**config.mk**
```make
export PLATFORM = sky130hd
export DESIGN_NAME = face_box_clip_select_cheek_roi_core
export DESIGN_NICKNAME = d
export VERILOG_FILES = /design/src/design/fbc_pkg.sv /design/src/design/fbc_select.sv /design/src/design/fbc_cheek.sv /design/src/design/face_box_clip_select_cheek_roi_core.sv
export SDC_FILE = /design/constraint.sdc
export NUM_CORES = 2
export LEC_CHECK = 0
export ABC_AREA = 1
export ABC_CLOCK_PERIOD_IN_PS = 29700
export BUFFER_PORTS_ARGS = -buffer_cell sky130_fd_sc_hd__buf_2
export CAP_MARGIN = 15
export CORE_ASPECT_RATIO = 0.7
export CORE_MARGIN = 3
export CORE_UTILIZATION = 30
export DETAILED_ROUTE_END_ITERATION = 8
export GPL_TIMING_DRIVEN = 0
export PLACE_DENSITY_LB_ADDON = 0.1
export SYNTH_ARGS = -nofsm -noshare
export SYNTH_HDL_FRONTEND = slang
export SYNTH_SLANG_ARGS = --single-unit
```
**constraint.sdc**
```tcl
create_clock -name clk -period 29.7 [get_ports clk]
set_input_delay 5.94 -clock clk [delete_from_list [all_inputs] [get_ports clk]]
set_output_delay 5.94 -clock clk [all_outputs]
set_load 0.01 [all_outputs]
```
**src/design/fbc_pkg.sv**
```systemverilog
// Package for the face box clip and select block with cheek region.
// Holds field widths, register indexes, reset values and cheek ratios.
// Used by every module of the block; depends on nothing.
package fbc_pkg;

  localparam int COORD_BITS_DEFAULT = 13;
  localparam int FIELD_BITS = 16;
  localparam int CLIP_BITS = FIELD_BITS + 2;

  localparam int CFG_INDEX_BITS = 8;
  localparam logic [CFG_INDEX_BITS-1:0] REG_FRAME_WIDTH = 8'd0;
  localparam logic [CFG_INDEX_BITS-1:0] REG_FRAME_HEIGHT = 8'd1;

  localparam logic [FIELD_BITS-1:0] FRAME_WIDTH_RESET = 16'd640;
  localparam logic [FIELD_BITS-1:0] FRAME_HEIGHT_RESET = 16'd480;

  localparam int CHEEK_W_NUM = 3;
  localparam int CHEEK_W_DEN = 5;
  localparam int CHEEK_H_NUM = 2;
  localparam int CHEEK_H_DEN = 5;
  localparam int CHEEK_Y_NUM = 11;
  localparam int CHEEK_Y_DEN = 20;

endpackage

```
**src/design/fbc_select.sv**
```systemverilog
// Clips one box to the frame and keeps the largest clipped box of the list.
// Holds the running selection and a register with the selection after each box.
// Depends on fbc_pkg.
module fbc_select #(
  parameter int COORD_BITS = fbc_pkg::COORD_BITS_DEFAULT
) (
  input  logic                                  clk,
  input  logic                                  rst,
  input  logic                                  load,
  input  logic                                  box_present,
  input  logic signed [fbc_pkg::FIELD_BITS-1:0] box_x,
  input  logic signed [fbc_pkg::FIELD_BITS-1:0] box_y,
  input  logic signed [fbc_pkg::FIELD_BITS-1:0] box_w,
  input  logic signed [fbc_pkg::FIELD_BITS-1:0] box_h,
  input  logic                                  list_end,
  input  logic [COORD_BITS-1:0]                 frame_width,
  input  logic [COORD_BITS-1:0]                 frame_height,
  output logic                                  sel_found,
  output logic [COORD_BITS-1:0]                 sel_left,
  output logic [COORD_BITS-1:0]                 sel_top,
  output logic [COORD_BITS-1:0]                 sel_width,
  output logic [COORD_BITS-1:0]                 sel_height,
  output logic                                  sel_final
);

  localparam int SW = fbc_pkg::CLIP_BITS;
  localparam int AW = 2 * COORD_BITS;

  logic signed [SW-1:0] x, y, w, h, fw, fh;
  logic signed [SW-1:0] l, t, r, b, r_raw, b_raw;
  logic                 usable, take;
  logic [COORD_BITS-1:0] cw, ch;
  logic [AW-1:0]        area;

  logic                  have_best;
  logic [COORD_BITS-1:0] best_left, best_top, best_width, best_height;
  logic [AW-1:0]         best_area;

  logic                  have_best_next;
  logic [COORD_BITS-1:0] best_left_next, best_top_next, best_width_next, best_height_next;
  logic [AW-1:0]         best_area_next;

  always_comb begin
    x = SW'(box_x);
    y = SW'(box_y);
    w = SW'(box_w);
    h = SW'(box_h);
    fw = $signed(SW'(frame_width));
    fh = $signed(SW'(frame_height));
    l = (x > 0) ? x : '0;
    t = (y > 0) ? y : '0;
    r_raw = x + w;
    b_raw = y + h;
    r = (r_raw > fw) ? fw : r_raw;
    b = (b_raw > fh) ? fh : b_raw;
    usable = box_present && (fw > 0) && (fh > 0) && (w > 0) && (h > 0) &&
             (r > l) && (b > t);
    cw = COORD_BITS'(r - l);
    ch = COORD_BITS'(b - t);
    area = AW'(cw) * AW'(ch);
    take = usable && (!have_best || (area > best_area));

    have_best_next = have_best;
    best_left_next = best_left;
    best_top_next = best_top;
    best_width_next = best_width;
    best_height_next = best_height;
    best_area_next = best_area;
    if (take) begin
      have_best_next = 1'b1;
      best_left_next = COORD_BITS'(l);
      best_top_next = COORD_BITS'(t);
      best_width_next = cw;
      best_height_next = ch;
      best_area_next = area;
    end
  end

  always_ff @(posedge clk) begin
    if (rst) begin
      have_best <= 1'b0;
      best_left <= '0;
      best_top <= '0;
      best_width <= '0;
      best_height <= '0;
      best_area <= '0;
      sel_found <= 1'b0;
      sel_final <= 1'b0;
    end else if (load) begin
      sel_found <= have_best_next;
      sel_final <= list_end;
      // The selection is forgotten once the last box of a list is reported.
      if (list_end) begin
        have_best <= 1'b0;
        best_left <= '0;
        best_top <= '0;
        best_width <= '0;
        best_height <= '0;
        best_area <= '0;
      end else begin
        have_best <= have_best_next;
        best_left <= best_left_next;
        best_top <= best_top_next;
        best_width <= best_width_next;
        best_height <= best_height_next;
        best_area <= best_area_next;
      end
    end
  end

  always_ff @(posedge clk) begin
    if (load) begin
      sel_left <= best_left_next;
      sel_top <= best_top_next;
      sel_width <= best_width_next;
      sel_height <= best_height_next;
    end
  end

endmodule

```
**src/design/fbc_cheek.sv**
```systemverilog
// Derives the cheek region from a selected face box and registers the result.
// Divisions by constants use reciprocal multiplication; depends on fbc_pkg.
module fbc_cheek #(
  parameter int COORD_BITS = fbc_pkg::COORD_BITS_DEFAULT
) (
  input  logic                  clk,
  input  logic                  load,
  input  logic                  sel_found,
  input  logic [COORD_BITS-1:0] sel_left,
  input  logic [COORD_BITS-1:0] sel_top,
  input  logic [COORD_BITS-1:0] sel_width,
  input  logic [COORD_BITS-1:0] sel_height,
  input  logic                  sel_final,
  output logic                  face_found,
  output logic [COORD_BITS-1:0] face_x,
  output logic [COORD_BITS-1:0] face_y,
  output logic [COORD_BITS-1:0] face_w,
  output logic [COORD_BITS-1:0] face_h,
  output logic [COORD_BITS-1:0] cheek_x,
  output logic [COORD_BITS-1:0] cheek_y,
  output logic [COORD_BITS-1:0] cheek_w,
  output logic [COORD_BITS-1:0] cheek_h,
  output logic                  selection_final
);

  // Each quotient uses m = ceil(2^s / d) with s = n + ceil(log2 d), exact for n-bit dividends.
  localparam int WN = COORD_BITS + $clog2(fbc_pkg::CHEEK_W_NUM + 1);
  localparam int WS = WN + $clog2(fbc_pkg::CHEEK_W_DEN);
  localparam longint WM = ((longint'(1) << WS) + fbc_pkg::CHEEK_W_DEN - 1) /
                          fbc_pkg::CHEEK_W_DEN;
  localparam int HN = COORD_BITS + $clog2(fbc_pkg::CHEEK_H_NUM + 1);
  localparam int HS = HN + $clog2(fbc_pkg::CHEEK_H_DEN);
  localparam longint HM = ((longint'(1) << HS) + fbc_pkg::CHEEK_H_DEN - 1) /
                          fbc_pkg::CHEEK_H_DEN;
  localparam int YN = COORD_BITS + $clog2(fbc_pkg::CHEEK_Y_NUM + 1);
  localparam int YS = YN + $clog2(fbc_pkg::CHEEK_Y_DEN);
  localparam longint YM = ((longint'(1) << YS) + fbc_pkg::CHEEK_Y_DEN - 1) /
                          fbc_pkg::CHEEK_Y_DEN;

  logic [WN-1:0]    wn;
  logic [HN-1:0]    hn;
  logic [YN-1:0]    yn;
  logic [WN+WS-1:0] wp;
  logic [HN+HS-1:0] hp;
  logic [YN+YS-1:0] yp;
  logic [COORD_BITS-1:0] rw_raw, rh_raw, yq, rw, rh, cx, cy;

  always_comb begin
    wn = WN'(sel_width) * WN'(fbc_pkg::CHEEK_W_NUM);
    hn = HN'(sel_height) * HN'(fbc_pkg::CHEEK_H_NUM);
    yn = YN'(sel_height) * YN'(fbc_pkg::CHEEK_Y_NUM);
    wp = (WN+WS)'(wn) * WM[WN+WS-1:0];
    hp = (HN+HS)'(hn) * HM[HN+HS-1:0];
    yp = (YN+YS)'(yn) * YM[YN+YS-1:0];
    rw_raw = wp[WS +: COORD_BITS];
    rh_raw = hp[HS +: COORD_BITS];
    yq = yp[YS +: COORD_BITS];
    rw = (rw_raw == '0) ? COORD_BITS'(1) : rw_raw;
    rh = (rh_raw == '0) ? COORD_BITS'(1) : rh_raw;
    cx = sel_left + ((sel_width - rw) >> 1);
    cy = sel_top + yq;
  end

  always_ff @(posedge clk) begin
    if (load) begin
      face_found <= sel_found;
      selection_final <= sel_final;
      if (sel_found) begin
        face_x <= sel_left;
        face_y <= sel_top;
        face_w <= sel_width;
        face_h <= sel_height;
        cheek_x <= cx;
        cheek_y <= cy;
        cheek_w <= rw;
        cheek_h <= rh;
      end else begin
        face_x <= '0;
        face_y <= '0;
        face_w <= '0;
        face_h <= '0;
        cheek_x <= '0;
        cheek_y <= '0;
        cheek_w <= '0;
        cheek_h <= '0;
      end
    end
  end

endmodule

```
**src/design/face_box_clip_select_cheek_roi_core.sv**
```systemverilog
// Top level of the face box clip and select block with cheek region.
// Holds the frame registers, the input register and the pipeline control.
// Depends on fbc_pkg, fbc_select and fbc_cheek.
//
// Usage: face boxes enter on the input channel, one transaction per box or
// per empty terminator; list_end marks the last transaction of a frame's list.
// Every input transaction yields exactly one output transaction with the
// largest clipped box seen so far in the list and its cheek region.
// The frame size is set through the configuration channel (index 0 width,
// index 1 height), which is always ready; write it only while the block is idle.
// An accepted box passes the input, selection and output registers in order.
// Throughput: one transaction per cycle while the receiver does not stall, set
// by the area compare against the running best, which feeds the next box.
// Three stages (input, selection, output) each hold one transaction; when the
// receiver stalls, the stages fill up and in_ready drops only once all three
// are full. Nothing is lost or repeated.
// Reset empties the pipeline, clears the selection and sets the frame to
// 640 by 480. The selection also clears after each list_end transaction.
module face_box_clip_select_cheek_roi_core #(
  parameter int COORD_BITS = fbc_pkg::COORD_BITS_DEFAULT
) (
  input  logic                                  clk,
  input  logic                                  rst,
  input  logic                                  cfg_valid,
  output logic                                  cfg_ready,
  input  logic [fbc_pkg::CFG_INDEX_BITS-1:0]    cfg_index,
  input  logic [COORD_BITS-1:0]                 cfg_data,
  input  logic                                  in_valid,
  output logic                                  in_ready,
  input  logic                                  box_present,
  input  logic signed [fbc_pkg::FIELD_BITS-1:0] box_x,
  input  logic signed [fbc_pkg::FIELD_BITS-1:0] box_y,
  input  logic signed [fbc_pkg::FIELD_BITS-1:0] box_w,
  input  logic signed [fbc_pkg::FIELD_BITS-1:0] box_h,
  input  logic                                  list_end,
  output logic                                  out_valid,
  input  logic                                  out_ready,
  output logic                                  face_found,
  output logic [COORD_BITS-1:0]                 face_x,
  output logic [COORD_BITS-1:0]                 face_y,
  output logic [COORD_BITS-1:0]                 face_w,
  output logic [COORD_BITS-1:0]                 face_h,
  output logic [COORD_BITS-1:0]                 cheek_x,
  output logic [COORD_BITS-1:0]                 cheek_y,
  output logic [COORD_BITS-1:0]                 cheek_w,
  output logic [COORD_BITS-1:0]                 cheek_h,
  output logic                                  selection_final
);

  logic [COORD_BITS-1:0] frame_width, frame_height;

  logic v1, v2, v3;
  logic r1, r2, r3;
  logic in_fire, load2, load3;

  logic                                  in_present, in_end;
  logic signed [fbc_pkg::FIELD_BITS-1:0] in_x, in_y, in_w, in_h;

  logic                  sel_found, sel_final;
  logic [COORD_BITS-1:0] sel_left, sel_top, sel_width, sel_height;

  assign cfg_ready = 1'b1;

  always_ff @(posedge clk) begin
    if (rst) begin
      frame_width <= fbc_pkg::FRAME_WIDTH_RESET[COORD_BITS-1:0];
      frame_height <= fbc_pkg::FRAME_HEIGHT_RESET[COORD_BITS-1:0];
    end else if (cfg_valid) begin
      unique case (cfg_index)
        fbc_pkg::REG_FRAME_WIDTH: frame_width <= cfg_data;
        fbc_pkg::REG_FRAME_HEIGHT: frame_height <= cfg_data;
        default: ;
      endcase
    end
  end

  always_comb begin
    r3 = !v3 || out_ready;
    r2 = !v2 || r3;
    r1 = !v1 || r2;
    in_ready = r1;
    in_fire = in_valid && r1;
    load2 = v1 && r2;
    load3 = v2 && r3;
    out_valid = v3;
  end

  always_ff @(posedge clk) begin
    if (rst) begin
      v1 <= 1'b0;
      v2 <= 1'b0;
      v3 <= 1'b0;
    end else begin
      v1 <= in_fire || (v1 && !r2);
      v2 <= load2 || (v2 && !r3);
      v3 <= load3 || (v3 && !out_ready);
    end
  end

  always_ff @(posedge clk) begin
    if (in_fire) begin
      in_present <= box_present;
      in_x <= box_x;
      in_y <= box_y;
      in_w <= box_w;
      in_h <= box_h;
      in_end <= list_end;
    end
  end

  fbc_select #(
    .COORD_BITS(COORD_BITS)
  ) u_select (
    .clk          (clk),
    .rst          (rst),
    .load         (load2),
    .box_present  (in_present),
    .box_x        (in_x),
    .box_y        (in_y),
    .box_w        (in_w),
    .box_h        (in_h),
    .list_end     (in_end),
    .frame_width  (frame_width),
    .frame_height (frame_height),
    .sel_found    (sel_found),
    .sel_left     (sel_left),
    .sel_top      (sel_top),
    .sel_width    (sel_width),
    .sel_height   (sel_height),
    .sel_final    (sel_final)
  );

  fbc_cheek #(
    .COORD_BITS(COORD_BITS)
  ) u_cheek (
    .clk             (clk),
    .load            (load3),
    .sel_found       (sel_found),
    .sel_left        (sel_left),
    .sel_top         (sel_top),
    .sel_width       (sel_width),
    .sel_height      (sel_height),
    .sel_final       (sel_final),
    .face_found      (face_found),
    .face_x          (face_x),
    .face_y          (face_y),
    .face_w          (face_w),
    .face_h          (face_h),
    .cheek_x         (cheek_x),
    .cheek_y         (cheek_y),
    .cheek_w         (cheek_w),
    .cheek_h         (cheek_h),
    .selection_final (selection_final)
  );

endmodule
```
==> impl_results.md <==
* Layout Skew at around 40 ps
* CP Max Fanout at 10
* Worst EP arrival at between 15000 and 20000 ps
* Tcrit/Tclk final at a little over half
* Die width at 429 um
* Max-slew headroom at around 16%
* Worst Setup Start Kind: flop
* # setup viols final at 0
* Warnings, synthesis at 0
* I/O pin cnt at between 200 and 250
* Drt drc at 0
* Worst EP required at about 30000 ps
* Total number of vias at between 20k and 30k
* Skew-Pair Late Insertion Delay at around 650 ps
* Critical path endpoint category: flop
* Post-synth ARST share at 0%
* Max Freq at ~64 MHz
* CTS sink count at approximately 330
* Worst reg-to-reg path cell count at a little over 60
* Crit Path Class: flop to flop
* Max Cap Violations at 0
* Routed len/inst at about 18 um
* RR Startpoint: in_x[0]$_DFFE_PP_
* Wl on met1 at between 60000 and 70000 um
* Most used cell, CP: nand2_1
* Depth of the CTS H-tree at 2
* Overall Global Routing Usage at 18.2%
* Min-delay src: u_select.best_height[4]$_SDFFE_PP0P_
* Wire length on met3 at slightly above 7000 um
* Final min period at 15530 ps
* Clock root cell: clkbuf_16
* Hold/Removal Path Class: flop to flop
* Initial DRC count at between 1.5k and 2k
* Final #Nets at a little under 6k
* Clk pin slew, worst setup/hold paths at about 60 ps
* WHS at between 400 and 500 ps
* Proportion of layout cells with a drive suffix above 1 at around 6.4%
* Hold-fix buffers, CTS at 0
* Aggregate negative setup slack at 0 ps
* Post-synth design cell area at about 38000 um^2
* RD Place Congestion at 0.870
* Finished Core Util at 34.1%
* Worst slew pin tran at approximately 1300 ps
* Hold Vio Cnt, Final at 0
* Max layer used: met5
* Number of buffers created by CTS at 42
* Top FF cell, synth: edfxtp_1
* Hold EP: u_select.best_height[4]$_SDFFE_PP0P_
* EDFF count, synth at about 220
* DIE HEIGHT at just over 300 um
* Global route overflow at 0
* Routed wire length at roughly 120000 um
* Detail Route Antenna Nets at 0
* Slowest cell on crit path: xor2_1
* Antenna violations before repair at 4
* Worst path max stage delay at ~970 ps
* First-pass GRT wire length at ~180000 um
* Hold Path Stages at 2
* DP Wirelength at approximately 100000 um
* Part of the Yosys area used for sequential elements at a little under a quarter
* Worst R2R Setup Slack at approximately 14000 ps
* Die area at approximately 130000 um^2
* Post_cts resized at 0
* WL met2 at 46300 um
* Starting Density at roughly 30%
* Unrepaired setup endpoints after global routing: no
* Syn Area/Cell at 8.32 um^2
* Via/cell ratio at around 4.6
* Core Rows at 108
* CTS tree: done
* Pin count of the biggest net entering global routing at 62
* Core Box Area at ~120000 um^2
* Buffers added on ports at 198
* Clock Path Buffers at 3
* Worst reg2reg endpoint: u_select.sel_top[4]$_DFFE_PP_
* Post-CTS Setup Inserts at 0
* Vias in the first global route at between 20k and 30k
* Mapped Cells at between 4k and 5k
* 1st-pass router iterations at 5
* Area Overhead vs Synth at 12.6%
* Synth cell types at 56
* Status: completed
* Yosys reg bits at between 300 and 400
* Final slew viol count at 0
final cells by class:
| type | count | area [um^2] |
|---|---|---|
| antenna | 1 | 2.50 |
| fill | 13100 | 81800 |
| sequential | 333 | 8900 |
| multi-input combinational | 3121 | 24700 |
| buffer | 75 | 304 |
| inverter | 997 | 3740 |
| tap | 1650 | 2060 |
| timing repair buffer | 208 | 1170 |
| clock buffer | 51 | 1120 |
| clock inverter | 27 | 358 |
synth_stat cells (2+ instances only):
cell / number / area share (%)
ha_1: 588 / 20
o211ai_1: 14 / 0.28
a221oi_1: 4 / 0.093
xor2_1: 85 / 2.0
dfxtp_1: 110 / 5.9
nand3_1: 223 / 3.0
or2_2: 11 / 0.18
nor3b_1: 2 / 0.040
a21oi_1: 325 / 4.3
nand4_1: 37 / 0.62
o31ai_1: 4 / 0.080
o311ai_0: 2 / 0.047
a211oi_1: 8 / 0.16
a21o_1: 16 / 0.32
o21bai_1: 22 / 0.44
conb_1: 2 / 0.020
fa_1: 334 / 18
xnor2_1: 44 / 1.0
nand3b_1: 8 / 0.16
a21boi_0: 9 / 0.18
edfxtp_1: 223 / 18
nor3_1: 26 / 0.35
o2111ai_1: 3 / 0.070
a31oi_1: 14 / 0.23
o21ai_1: 4 / 0.053
o21a_1: 9 / 0.18
o21ai_0: 131 / 1.7
buf_4: 5 / 0.10
clkbuf_1: 66 / 0.66
inv_1: 995 / 9.9
and2_1: 58 / 0.96
nor2_1: 245 / 2.4
nor4_1: 25 / 0.42
nand2_1: 846 / 8.4
buf_2: 2 / 0.027
a2111oi_0: 2 / 0.047
cell families after synthesis:
kind of cell,after synthesis,share of synthesized area [%]
simple gates,1488,16.7
buf+inv,1072,10.8
fa+ha+maj,922,37.3
compound gates,576,8.47
flops,333,23.7
xor+xnor,129,3.00
other cells,2,0.0200
registers in the layout, summed over array words and instances (netlist names), 16 cells and up:
signal / count
in_h: 16
in_y: 16
in_w: 16
u_select.best_area: 26
in_x: 16
placed cells by master (no fill, tap or decap), types with 5 or more instances in the layout:
cell type | Yosys | final
xnor2_1 | 44 | 44
and2_1 | 58 | 58
o21ai_0 | 131 | 131
or2_2 | 11 | 11
a21oi_1 | 325 | 324
buf_2 | 2 | 200
a211oi_1 | 8 | 8
buf_4 | 5 | 8
nor3_1 | 26 | 26
nor2_1 | 245 | 245
clkbuf_16 | 0 | 42
bufinv_16 | 0 | 5
edfxtp_1 | 223 | 223
dfxtp_1 | 110 | 110
a21boi_0 | 9 | 9
conb_1 | 2 | 6
xor2_1 | 85 | 85
fa_1 | 334 | 334
clkbuf_1 | 66 | 71
nand4_1 | 37 | 37
clkinv_2 | 0 | 5
a31oi_1 | 14 | 14
nor4_1 | 25 | 25
a21o_1 | 16 | 16
clkinv_1 | 1 | 6
ha_1 | 588 | 588
nand3b_1 | 8 | 8
inv_1 | 995 | 993
o211ai_1 | 14 | 14
nand3_1 | 223 | 223
nand2_1 | 846 | 846
o21bai_1 | 22 | 22
o21a_1 | 9 | 9
per-stage QoR:
step                      std cells  setup WS, ps  cell area (um^2)
after detailed placement       6384         14380             40900
after global placement         6374         14280             40700
final                          6463         14170             42400
after global routing           6462         12910             42400
after CTS                      6462         14270             42400
after floorplan                4526         17440             37600
metal layers:
| metal | vias up | GRT usage [%] |
|---|---|---|
| met3 | 97 | 3.70 |
| met4 | 6 | 3.19 |
| li1 | 15000 | - |
| met1 | 13900 | 28.2 |
| met5 | - | 0.437 |
| met2 | 618 | 25.8 |
worst max path at each step:
stage,start,end
2_1_floorplan,out_ready,in_ready
3_3_place_gp,in_x[0]$_DFFE_PP_,u_select.sel_top[4]$_DFFE_PP_
3_5_place_dp,in_x[0]$_DFFE_PP_,u_select.sel_top[4]$_DFFE_PP_
4_1_cts,in_x[0]$_DFFE_PP_,u_select.sel_top[4]$_DFFE_PP_
5_1_grt,in_x[0]$_DFFE_PP_,u_select.best_area[14]$_SDFFE_PP0P_
6_report,in_x[0]$_DFFE_PP_,u_select.sel_top[4]$_DFFE_PP_
critical path, delay by kind of cell, from the launching register on:
family | cells | cell delay (ps)
AOI/OAI and AO/OA | 15 | 3510
xor gates and xnor gates | 3 | 1440
adders and majority gates | 12 | 4540
and+or+nand+nor | 22 | 3570
buffers and inverters | 10 | 1780
DFF | 1 | 400
Power is left out: the tool's default activity adds up to more than one toggle a clock period on the data nets, which glitch-free logic cannot reach.
